--- src/design/rthh_pkg.sv ---
// shared constants, opcodes and types of the rgb to hsv histogram block
package rthh_pkg;

  localparam int unsigned BINS_PER_AXIS_DEF    = 32;
  localparam int unsigned FRACTION_BITS_DEF    = 8;
  localparam int unsigned ANGLE_ITERATIONS_DEF = 16;

  localparam int unsigned COUNT_W     = 16;
  localparam int unsigned BIN_OUT_W   = 5;
  localparam int unsigned BIN_MAX_W   = 8;
  localparam int unsigned IN_TDATA_W  = 40;
  localparam int unsigned IN_TUSER_W  = 2;
  localparam int unsigned OUT_TDATA_W = 32;

  localparam int unsigned DIV_N_W = 64;
  localparam int unsigned DIV_D_W = 32;

  localparam int unsigned STORE_DEPTH_DEF =
    BINS_PER_AXIS_DEF * BINS_PER_AXIS_DEF * BINS_PER_AXIS_DEF;

  localparam logic [1:0] OP_SCAN  = 2'd0;
  localparam logic [1:0] OP_COUNT = 2'd1;
  localparam logic [1:0] OP_READ  = 2'd2;
  localparam logic [1:0] OP_CLEAR = 2'd3;

  typedef struct packed {
    logic start;
    logic bin_en;
  } cvt_ctl_t;

endpackage

--- src/design/rthh_div.sv ---
// bit-serial restoring divider, one quotient bit per cycle
module rthh_div
  import rthh_pkg::*;
(
  input  logic               clk,
  input  logic               rst_n,
  input  logic               start,
  input  logic [DIV_N_W-1:0] n,
  input  logic [DIV_D_W-1:0] d,
  output logic               done,
  output logic [DIV_N_W-1:0] q
);

  localparam int unsigned CNT_W = $clog2(DIV_N_W);

  logic             run_r;
  logic             done_r;
  logic [CNT_W-1:0] cnt_r;
  logic [DIV_N_W-1:0] n_r;
  logic [DIV_N_W-1:0] q_r;
  logic [DIV_D_W-1:0] d_r;
  logic [DIV_D_W-1:0] rem_r;
  logic [DIV_D_W:0]   rem_sh;
  logic               fits;

  assign rem_sh = {rem_r, n_r[DIV_N_W-1]};
  assign fits   = rem_sh >= {1'b0, d_r};

  always_ff @(posedge clk) begin
    if (!rst_n) begin
      run_r  <= 1'b0;
      done_r <= 1'b0;
      cnt_r  <= '0;
    end else begin
      done_r <= 1'b0;
      if (start) begin
        run_r <= 1'b1;
        cnt_r <= '0;
        n_r   <= n;
        d_r   <= d;
        rem_r <= '0;
        q_r   <= '0;
      end else if (run_r) begin
        n_r   <= {n_r[DIV_N_W-2:0], 1'b0};
        q_r   <= {q_r[DIV_N_W-2:0], fits};
        rem_r <= fits ? DIV_D_W'(rem_sh - {1'b0, d_r}) : DIV_D_W'(rem_sh);
        cnt_r <= cnt_r + 1'b1;
        if (cnt_r == CNT_W'(DIV_N_W - 1)) begin
          run_r  <= 1'b0;
          done_r <= 1'b1;
        end
      end
    end
  end

  assign done = done_r;
  assign q    = q_r;

endmodule

--- src/design/rthh_cvt.sv ---
// pixel conversion sequencer: hsv values, square root, angle digits and bins
module rthh_cvt
  import rthh_pkg::*;
#(
  parameter int unsigned BINS_PER_AXIS    = BINS_PER_AXIS_DEF,
  parameter int unsigned FRACTION_BITS    = FRACTION_BITS_DEF,
  parameter int unsigned ANGLE_ITERATIONS = ANGLE_ITERATIONS_DEF
) (
  input  logic                             clk,
  input  logic                             rst_n,
  input  cvt_ctl_t                         ctl,
  input  logic [7:0]                       red,
  input  logic [7:0]                       green,
  input  logic [7:0]                       blue,
  input  logic [8+FRACTION_BITS-1:0]       hmax,
  input  logic [8+FRACTION_BITS-1:0]       smax,
  input  logic [8+FRACTION_BITS-1:0]       vmax,
  output logic                             done,
  output logic [8+FRACTION_BITS-1:0]       h,
  output logic [8+FRACTION_BITS-1:0]       s,
  output logic [8+FRACTION_BITS-1:0]       v,
  output logic [$clog2(BINS_PER_AXIS)-1:0] hb,
  output logic [$clog2(BINS_PER_AXIS)-1:0] sb,
  output logic [$clog2(BINS_PER_AXIS)-1:0] vb
);

  localparam int unsigned VAL_W  = 8 + FRACTION_BITS;
  localparam int unsigned BIN_W  = $clog2(BINS_PER_AXIS);
  localparam int unsigned T_W    = ANGLE_ITERATIONS + 2;
  localparam int unsigned CNT_W  = 5;
  localparam logic [30:0] COS_ONE = 31'h4000_0000;
  localparam logic [31:0] RECIP_THREE = 32'hAAAA_AAAB;

  localparam logic [4:0] C_IDLE = 5'd0;
  localparam logic [4:0] C_PREP = 5'd1;
  localparam logic [4:0] C_RAD  = 5'd2;
  localparam logic [4:0] C_SGO  = 5'd5;
  localparam logic [4:0] C_SWT  = 5'd6;
  localparam logic [4:0] C_SQI  = 5'd7;
  localparam logic [4:0] C_SQ   = 5'd8;
  localparam logic [4:0] C_HGO  = 5'd9;
  localparam logic [4:0] C_HWT  = 5'd10;
  localparam logic [4:0] C_AA   = 5'd11;
  localparam logic [4:0] C_AB   = 5'd12;
  localparam logic [4:0] C_HUE  = 5'd13;
  localparam logic [4:0] C_BGO  = 5'd14;
  localparam logic [4:0] C_BWT  = 5'd15;
  localparam logic [4:0] C_DONE = 5'd16;

  logic [4:0]        state_r;
  logic              bin_en_r;
  logic [CNT_W-1:0]  cnt_r;
  logic [1:0]        idx_r;
  logic [9:0]        sum_r;
  logic [7:0]        mn_r;
  logic signed [17:0] p1_r;
  logic signed [17:0] p2_r;
  logic signed [10:0] num_r;
  logic [17:0]       rad_r;
  logic [63:0]       sq_v_r;
  logic [63:0]       sq_res_r;
  logic [63:0]       sq_bit_r;
  logic signed [31:0] c_r;
  logic [61:0]       mm_r;
  logic [T_W-1:0]    t_r;
  logic              flip_r;
  logic [VAL_W-1:0]  h_r;
  logic [VAL_W-1:0]  s_r;
  logic [VAL_W-1:0]  v_r;
  logic [BIN_W-1:0]  hb_r;
  logic [BIN_W-1:0]  sb_r;
  logic [BIN_W-1:0]  vb_r;

  logic               div_start;
  logic [DIV_N_W-1:0] div_n;
  logic [DIV_D_W-1:0] div_d;
  logic               div_done;
  logic [DIV_N_W-1:0] div_q;

  logic signed [8:0]  d_rg;
  logic signed [8:0]  d_rb;
  logic signed [8:0]  d_gb;
  logic [7:0]         mn_c;
  logic [9:0]         sdiff;
  logic [9:0]         absnum;
  logic [63:0]        sq_sum;
  logic               neg;
  logic [30:0]        mag_m;
  logic [30:0]        mag;
  logic [T_W-1:0]     tt;
  logic [63:0]        hx;
  logic [VAL_W-1:0]   val_sel;
  logic [VAL_W-1:0]   max_sel;
  logic [BIN_W-1:0]   bin_q;
  logic [31:0]        v_num;
  logic [63:0]        v_prod;

  rthh_div u_div (
    .clk   (clk),
    .rst_n (rst_n),
    .start (div_start),
    .n     (div_n),
    .d     (div_d),
    .done  (div_done),
    .q     (div_q)
  );

  assign d_rg = $signed({1'b0, red})   - $signed({1'b0, green});
  assign d_rb = $signed({1'b0, red})   - $signed({1'b0, blue});
  assign d_gb = $signed({1'b0, green}) - $signed({1'b0, blue});

  always_comb begin
    mn_c = red;
    if (green < mn_c) begin
      mn_c = green;
    end
    if (blue < mn_c) begin
      mn_c = blue;
    end
  end

  assign sdiff  = 10'(sum_r - 10'(3 * mn_r));
  assign absnum = num_r[10] ? 10'(-num_r) : 10'(num_r);
  assign sq_sum = sq_res_r + sq_bit_r;

  // value: divide by three through the reciprocal, exact below 2^32
  assign v_num  = 32'(sum_r) << FRACTION_BITS;
  assign v_prod = 64'(v_num) * 64'(RECIP_THREE);

  // cosine in q30, clamped to one
  assign mag = (div_q > 64'(COS_ONE)) ? COS_ONE : div_q[30:0];

  assign neg   = c_r[31];
  assign mag_m = neg ? 31'(-c_r) : 31'(c_r);

  assign tt = (green < blue) ? T_W'((T_W'(1) << (ANGLE_ITERATIONS + 1)) - t_r) : t_r;
  assign hx = (((64'(tt) << 8) - 64'(tt)) << FRACTION_BITS) >> (ANGLE_ITERATIONS + 1);

  always_comb begin
    case (idx_r)
      2'd0: begin
        val_sel = h_r;
        max_sel = hmax;
      end
      2'd1: begin
        val_sel = s_r;
        max_sel = smax;
      end
      default: begin
        val_sel = v_r;
        max_sel = vmax;
      end
    endcase
  end

  assign bin_q = (div_q > 64'(BINS_PER_AXIS - 1)) ? BIN_W'(BINS_PER_AXIS - 1) :
                 div_q[BIN_W-1:0];

  always_comb begin
    div_start = 1'b0;
    div_n     = '0;
    div_d     = '0;
    case (state_r)
      C_SGO: begin
        div_start = 1'b1;
        div_n     = ((64'(sdiff) << 8) - 64'(sdiff)) << FRACTION_BITS;
        div_d     = 32'(sum_r);
      end
      C_HGO: begin
        div_start = 1'b1;
        div_n     = 64'(absnum) << 49;
        div_d     = sq_res_r[31:0];
      end
      C_BGO: begin
        div_start = (max_sel != '0);
        div_n     = 64'(32'(val_sel) * 32'(BINS_PER_AXIS - 1));
        div_d     = 32'(max_sel);
      end
      default: begin
        div_start = 1'b0;
      end
    endcase
  end

  always_ff @(posedge clk) begin
    if (!rst_n) begin
      state_r <= C_IDLE;
    end else begin
      case (state_r)
        C_IDLE: begin
          if (ctl.start) begin
            bin_en_r <= ctl.bin_en;
            state_r  <= C_PREP;
          end
        end
        C_PREP: begin
          sum_r   <= 10'(red) + 10'(green) + 10'(blue);
          mn_r    <= mn_c;
          p1_r    <= d_rg * d_rg;
          p2_r    <= d_rb * d_gb;
          num_r   <= 11'(2 * $signed({3'b0, red})) - 11'($signed({3'b0, green}))
                     - 11'($signed({3'b0, blue}));
          state_r <= C_RAD;
        end
        C_RAD: begin
          rad_r <= 18'(19'(p1_r) + 19'(p2_r));
          v_r   <= VAL_W'(v_prod[63:33]);
          if (sum_r == '0) begin
            s_r     <= '0;
            state_r <= C_SQI;
          end else begin
            state_r <= C_SGO;
          end
        end
        C_SGO: state_r <= C_SWT;
        C_SWT: begin
          if (div_done) begin
            s_r     <= VAL_W'(div_q);
            state_r <= C_SQI;
          end
        end
        C_SQI: begin
          t_r <= '0;
          if (rad_r == '0) begin
            state_r <= C_HUE;
          end else begin
            sq_v_r   <= 64'(rad_r) << 40;
            sq_res_r <= '0;
            sq_bit_r <= 64'h4000_0000_0000_0000;
            cnt_r    <= '0;
            state_r  <= C_SQ;
          end
        end
        C_SQ: begin
          if (sq_v_r >= sq_sum) begin
            sq_v_r   <= sq_v_r - sq_sum;
            sq_res_r <= (sq_res_r >> 1) + sq_bit_r;
          end else begin
            sq_res_r <= sq_res_r >> 1;
          end
          sq_bit_r <= sq_bit_r >> 2;
          cnt_r    <= cnt_r + 1'b1;
          if (cnt_r == CNT_W'(31)) begin
            state_r <= C_HGO;
          end
        end
        C_HGO: state_r <= C_HWT;
        C_HWT: begin
          if (div_done) begin
            c_r     <= num_r[10] ? -$signed({1'b0, mag}) : $signed({1'b0, mag});
            flip_r  <= 1'b0;
            cnt_r   <= '0;
            state_r <= C_AA;
          end
        end
        C_AA: begin
          mm_r    <= mag_m * mag_m;
          t_r     <= {t_r[T_W-2:0], neg ^ flip_r};
          flip_r  <= flip_r ^ neg;
          state_r <= C_AB;
        end
        C_AB: begin
          // c = 2*c^2 - 1 in q30
          c_r   <= 32'((33'(mm_r[61:30]) << 1) - 33'(COS_ONE));
          cnt_r <= cnt_r + 1'b1;
          if (cnt_r == CNT_W'(ANGLE_ITERATIONS - 1)) begin
            state_r <= C_HUE;
          end else begin
            state_r <= C_AA;
          end
        end
        C_HUE: begin
          h_r   <= VAL_W'(hx);
          idx_r <= '0;
          state_r <= bin_en_r ? C_BGO : C_DONE;
        end
        C_BGO: begin
          if (max_sel != '0) begin
            state_r <= C_BWT;
          end else begin
            case (idx_r)
              2'd0:    hb_r <= '0;
              2'd1:    sb_r <= '0;
              default: vb_r <= '0;
            endcase
            idx_r <= idx_r + 1'b1;
            if (idx_r == 2'd2) begin
              state_r <= C_DONE;
            end
          end
        end
        C_BWT: begin
          if (div_done) begin
            case (idx_r)
              2'd0:    hb_r <= bin_q;
              2'd1:    sb_r <= bin_q;
              default: vb_r <= bin_q;
            endcase
            idx_r   <= idx_r + 1'b1;
            state_r <= (idx_r == 2'd2) ? C_DONE : C_BGO;
          end
        end
        C_DONE: state_r <= C_IDLE;
        default: state_r <= C_IDLE;
      endcase
    end
  end

  assign done = (state_r == C_DONE);
  assign h    = h_r;
  assign s    = s_r;
  assign v    = v_r;
  assign hb   = hb_r;
  assign sb   = sb_r;
  assign vb   = vb_r;

endmodule

--- config.mk ---
export PLATFORM = sky130hd
export DESIGN_NAME = rthh_cvt
export DESIGN_NICKNAME = d
export VERILOG_FILES = /design/src/design/rthh_pkg.sv /design/src/design/rthh_div.sv /design/src/design/rthh_cvt.sv
export SDC_FILE = /design/constraint.sdc
export NUM_CORES = 2
export LEC_CHECK = 0
export BUFFER_PORTS_ARGS = -buffer_cell sky130_fd_sc_hd__buf_2
export CAP_MARGIN = 5
export CORE_UTILIZATION = 51
export DETAILED_ROUTE_END_ITERATION = 12
export PLACE_DENSITY = 0.67
export SETUP_SLACK_MARGIN = 0.02
export SLEW_MARGIN = 10
export SYNTH_ARGS = -nofsm -noshare
export SYNTH_HDL_FRONTEND = slang
export SYNTH_SLANG_ARGS = --single-unit
--- constraint.sdc ---
create_clock -name clk -period 13.8 [get_ports clk]
set_input_delay 2.07 -clock clk [delete_from_list [all_inputs] [get_ports clk]]
set_output_delay 2.07 -clock clk [all_outputs]
set_load 0.005 [all_outputs]
Yosys cells after proc, flatten, opt, wreduce, memory -nomap -nowiden
Index checks and enable logic that the tools add are counted.

Register bits: 663. Bits of input ports: 76. Output and inout port bits: 64.

Add/sub/neg operators: 23. Multiply operators: 6. $lt $le $gt $ge: 7. Eq/ne operators: 35. Muxes and demuxes: 72. Bitwise logic cells: 3. Reductions and logical operators: 38.

Operator list (count): two-way mux 64 bit (8); one-hot mux 64 bit (2 select lines) (3); one-hot mux 64 bit (3 select lines) (1); two-way mux 32 bit (4); two-way mux 5 bit (24); one-hot mux 16 bit (2 select lines) (3); one-hot mux 32 bit (3 select lines) (1); one-hot mux 5 bit (14 select lines) (1); adder 63 x 64 -> 64 bit (1); adder 64 bit (1); greater-or-equal comparator 64 bit (1); > comparator 64 x 31 -> 1 bit, second input constant (1); > comparator 64 x 5 -> 1 bit, second input constant (1); one-hot mux 32 bit (2 select lines) (1); subtractor 64 bit (1); two-way mux 31 bit (2); multiplier 31 x 31 -> 61 bit (1); equality test 5 x 4 -> 1 bit, second input constant (9); multiplier 10 x 32 -> 41 bit, second input constant (1); multiplier 9 x 9 -> 18 bit (2); one-hot mux 18 bit (2 select lines) (1); greater-or-equal comparator 33 x 32 -> 1 bit (1); two-way mux 16 bit (2); negator 31 -> 32 bit (1); other kinds (55) (112).

Longest topological paths before layout
Depth after elaboration: 6. Gate-level depth with buffers: 40.

Hierarchy
From an unflattened synthesis, not the netlist that was laid out.

Cells, all modules: 7994. Area total of the unflattened synthesis: 76215.6 um2.

Modules (own cells, without submodules): rthh_cvt (instances 1, cells each 7213, area each 66316.1 um2); rthh_div (instances 1, cells each 781, area each 9899.5 um2).

Worst setup path after synthesis
No wires, ideal clock.

Kind: input to register. Start point: input rst_n. End point: register sq_v_r[0] (enable). Setup time: 0.584 ns. Arrival time: 11.463 ns. Slack: 1.753 ns. Stages on the path: 3. Buffers on the path: 0. Cells stage by stage: or3b_2 -> nor2_1 -> a21boi_0.

Word-level cells in the longest chain between the ends: 1.

Ends and longest elaborated chain: start: declaration (RTL line rthh_cvt.sv:10) `input logic rst_n,`; AND reduction 4 bit (no line); end signal: assignment (RTL line rthh_cvt.sv:227) `sq_v_r <= 64'(rad_r) << 40;`; end signal: assignment (RTL line rthh_cvt.sv:236) `sq_v_r <= sq_v_r - sq_sum;`; end: declaration (RTL line rthh_cvt.sv:60) `logic [63:0] sq_v_r;`.

No other way between the ends. A chain may end at the register's enable or synchronous reset.

Worst setup path after layout
Start point: register c_r[0]. End point: register mm_r[46] (data pin).

Word-level cells in the longest chain between the ends: 3.

Ends and longest elaborated chain: start: declaration (RTL line rthh_cvt.sv:63) `logic signed [31:0] c_r;`; start signal: assignment (RTL line rthh_cvt.sv:250) `c_r <= num_r[10] ? -$signed({1'b0, mag}) : $signed({1'b0, mag});`; start signal: assignment (RTL line rthh_cvt.sv:264) `c_r <= 32'((33'(mm_r[61:30]) << 1) - 33'(COS_ONE));`; negator 31 bit (RTL line rthh_cvt.sv:134) `assign mag_m = neg ? 31'(-c_r) : 31'(c_r);`; two-way mux 31 bit * (RTL line rthh_cvt.sv:134); multiplier 31 x 31 -> 61 bit * (RTL line rthh_cvt.sv:257) `mm_r <= mag_m * mag_m;`; end signal: assignment (RTL line rthh_cvt.sv:257); end: declaration (RTL line rthh_cvt.sv:64) `logic [61:0] mm_r;`.

Mark *: on every way between the ends. The rest lies on a longest branch, timed or not.

==> flow_summary.ini <==
[run_status]
outcome = finished clean

[placement]
dp_slack_ns = 2.094
place_congestion = 0.9397
dpl.cell_count = 9773
dp_hpwl_um = 157400
portBuffers = 139

[worst_hold_path]
hold_path_class = register to register
holdPathStages = 2
hold_start = u_div.cnt_r[5]
holdPathEnd = u_div.cnt_r[5]

[synth]
async_reset_ff_frac = 0
ys_seq_area_frac = 0.2381
yosys_warnings = 0
ys_types = 99
synth_flop_cell = edfxtp_1
synth_edf_count = 587
syn_avg_cell_area_um2 = 9.531
synth_area_um2 = 75120
ys_ff_latch = 600
netlist_instances = 7882
syn-num-nets = 9622

[cts]
post-cts-setup-buffers = 0
cts_tree = built
clockBufferDepth = 3
cts.sinks = 600
cts_buffers = 74
worstSkewPairLatency_ns = 0.68
clk_pin_slew_ns = 0.06
cts_resized = 0
holdBufCountCts = 0
cts-htree-levels = 3
cts-root-buf = clkbuf_16

[timing]
fin_crit_sh = 0.8634
setup_viol = 0
fmax_ghz = 0.08393
rsz0062_at_grt = no
slew_headroom = 0.1549
finalHoldViolCount = 0
layout_setup_ws_ns = 1.885
tns_ns = 0
fin_crit_ns = 11.91
skew_ns = 0.03089
drv_slew = 0
tightest_slew_ns = 1.250

[worst_setup_path]
cp_common_cell = fa_1
r2r_start = c_r[0]
crit_fanout = 20
required_ns = 14.22
r2r_end = mm_r[46]
startpoint = c_r[0]
critPathBufInv = 8
end_kind = register
cp.arrival_ns = 12.34
slowest_stage = inv_1
path_class = register to register
cpLargestDelayFamily = adder cells
cp_slowest_stage_delay_ns = 0.77
worstRegToRegCells = 37
worstSetupStartpointType = register
rrSetupSlack_ns = 1.89

[route]
vias_per_cell = 5.688
drt_first_pass_iters = 6
route.vias.total = 56340
drt_wl_total_um = 198700
postRouteAntennaNets = 0
drc = 0
drt-initial-drc-count = 4476
route.detailed.wl_per_inst_um = 20.06

[floorplan]
ios = 140
num_rows = 140
die_h_um = 385.8
start_util = 0.5149
die_area_um2 = 148800
die_w_um = 385.8
core_area_um2 = 145900

[final_layout]
syn_to_final_growth_pct = 7.188
antennaDiodeCount = 0
finalNonFillerCells = 9905
fin_nets = 9672
n_fill_cell = 13000
drive_above_1_share = 0.05433

[power]
power_uw = 11290
pwr_density_cell_nw_per_um2 = 140.3
p_leak_uw = 0.03757
ir_drop_mv = 0.5303

[global_routing]
first_global_vias = 57180
antenna_found_initial = 1
grt_pass1_wl_um = 316000
grt_usage = 0.2720
grt_max_degree = 80
grt_overflow = 0

[run]
cap_violations = 0
[cells by family after synthesis]
family | share of synthesized area
compound gates | 0.1110
xor+xnor | 0.05604
fa+ha+maj | 0.3747
buf+inv | 0.08484
flops | 0.2381
mux | 0.005746
other cells | 0.00004992
simple gates | 0.1296
[layer usage]
metal / wire length, um / part of all wire / global-route usage / up-vias
li1: - / - / - / 26070
met1: 88040 / 0.44 / 0.3925 / 27910
met2: 89340 / 0.45 / 0.4252 / 2055
met3: 16380 / 0.082 / 0.04648 / 307
met4: 4931 / 0.025 / 0.06705 / 0
met5: 0 / 0 / 0 / -
[sequential cells by signal, summed over array words and instances, names as in the netlist, 31 cells and up]
signal / cells
u_div.rem_r: 32
u_div.n_r: 64
u_div.q: 64
u_div.d_r: 32
sq_bit_r: 32
mm_r: 31
sq_v_r: 64
c_r: 32
sq_res_r: 64
[cells in the final DEF, fill, tap and decap left out, types with 50 or more instances in the layout]
master	netlist	final
nor2_1	663	657
nand2_1	768	768
and2_1	123	123
o21bai_1	74	74
nand4_1	60	60
ha_1	688	686
and3_1	86	86
nor3_1	79	76
buf_4	3	80
a21o_1	108	108
nand3_1	93	93
xor2_1	204	199
edfxtp_1	587	587
inv_1	1426	1425
clkbuf_16	0	76
o31ai_1	52	52
fa_1	976	976
a21oi_1	334	334
a31oi_1	85	85
xnor2_1	273	259
nand2b_1	50	50
buf_2	33	139
o21ai_0	259	259
a211oi_1	55	55
[worst min-delay path, stage by stage (launching register included)]
cell and delay (ns):
dfxtp_1 0.33, xor2_1 0.07, nor2_1 0.07
[synthesized netlist by cell type (12+ instances only)]
cell type  number  area share
inv_1        1426       0.071
fa_1          976        0.26
nand2_1       768       0.038
ha_1          688        0.11
nor2_1        663       0.033
edfxtp_1      587        0.23
a21oi_1       334       0.022
xnor2_1       273       0.032
o21ai_0       259       0.017
xor2_1        204       0.024
clkbuf_1      198      0.0099
and2_1        123       0.010
a21o_1        108       0.011
nand3_1        93      0.0062
and3_1         86      0.0072
a31oi_1        85      0.0071
nor3_1         79      0.0053
o21bai_1       74      0.0074
nand4_1        60      0.0050
a211oi_1       55      0.0055
o31ai_1        52      0.0052
nand2b_1       50      0.0042
nor2b_1        46      0.0038
mux2i_1        42      0.0056
a22oi_1        41      0.0041
nor4_1         39      0.0032
buf_2          33      0.0022
o21a_1         31      0.0031
or3_1          26      0.0022
o211ai_1       24      0.0024
a22o_1         22      0.0026
a31o_2         19      0.0022
a21boi_0       18      0.0018
o41ai_1        17      0.0020
or2_2          17      0.0014
o22ai_1        16      0.0013
a211o_1        15      0.0017
a221oi_1       15      0.0017
or4_1          15      0.0015
and4_1         13      0.0015
dfxtp_1        13      0.0035
a41oi_1        12      0.0014
[cell type report]
type / instances / area [um^2] / share of cell area
clock inverter: 47 / 483.0 / 0.005998
multi-input combinational: 5604 / 51140 / 0.6351
tap: 1917 / 2399 / 0.02979
inverter: 1433 / 5381 / 0.06683
clock buffer: 85 / 1936 / 0.02404
sequential: 600 / 17890 / 0.2221
timing repair buffer: 219 / 1296 / 0.01610
[power by group]
part           internal, uW  total [uW]  leakage (uW)  switching [uW]
combinational          2870        6650        0.0309            3780
sequential             2540        2660       0.00549             113
clock                  1140        1980       0.00116             839
[worst max path at each step]
stage	to	cells after the start	slack (ns)
floorplan	sq_v_r[0]	3	1.75
global placement	mm_r[46]	37	2.26
detailed placement	mm_r[46]	37	2.09
CTS	mm_r[46]	37	2.07
global route	mm_r[54]	37	1.38
finish	mm_r[46]	37	1.89
[metrics by stage]
stage | utilization | hold slack [ns] | cell area [um^2]
4_1_cts | 0.5519 | 0.5151 | 80520
5_1_grt | 0.5519 | 0.5435 | 80520
3_5_place_dp | 0.5353 | 0.5018 | 78110
6_report | 0.5519 | 0.5133 | 80520
3_3_place_gp | 0.5353 | 0.4897 | 78110
2_1_floorplan | - | 0.4711 | 75120
No activity file was read; power rests on OpenSTA's default activity.
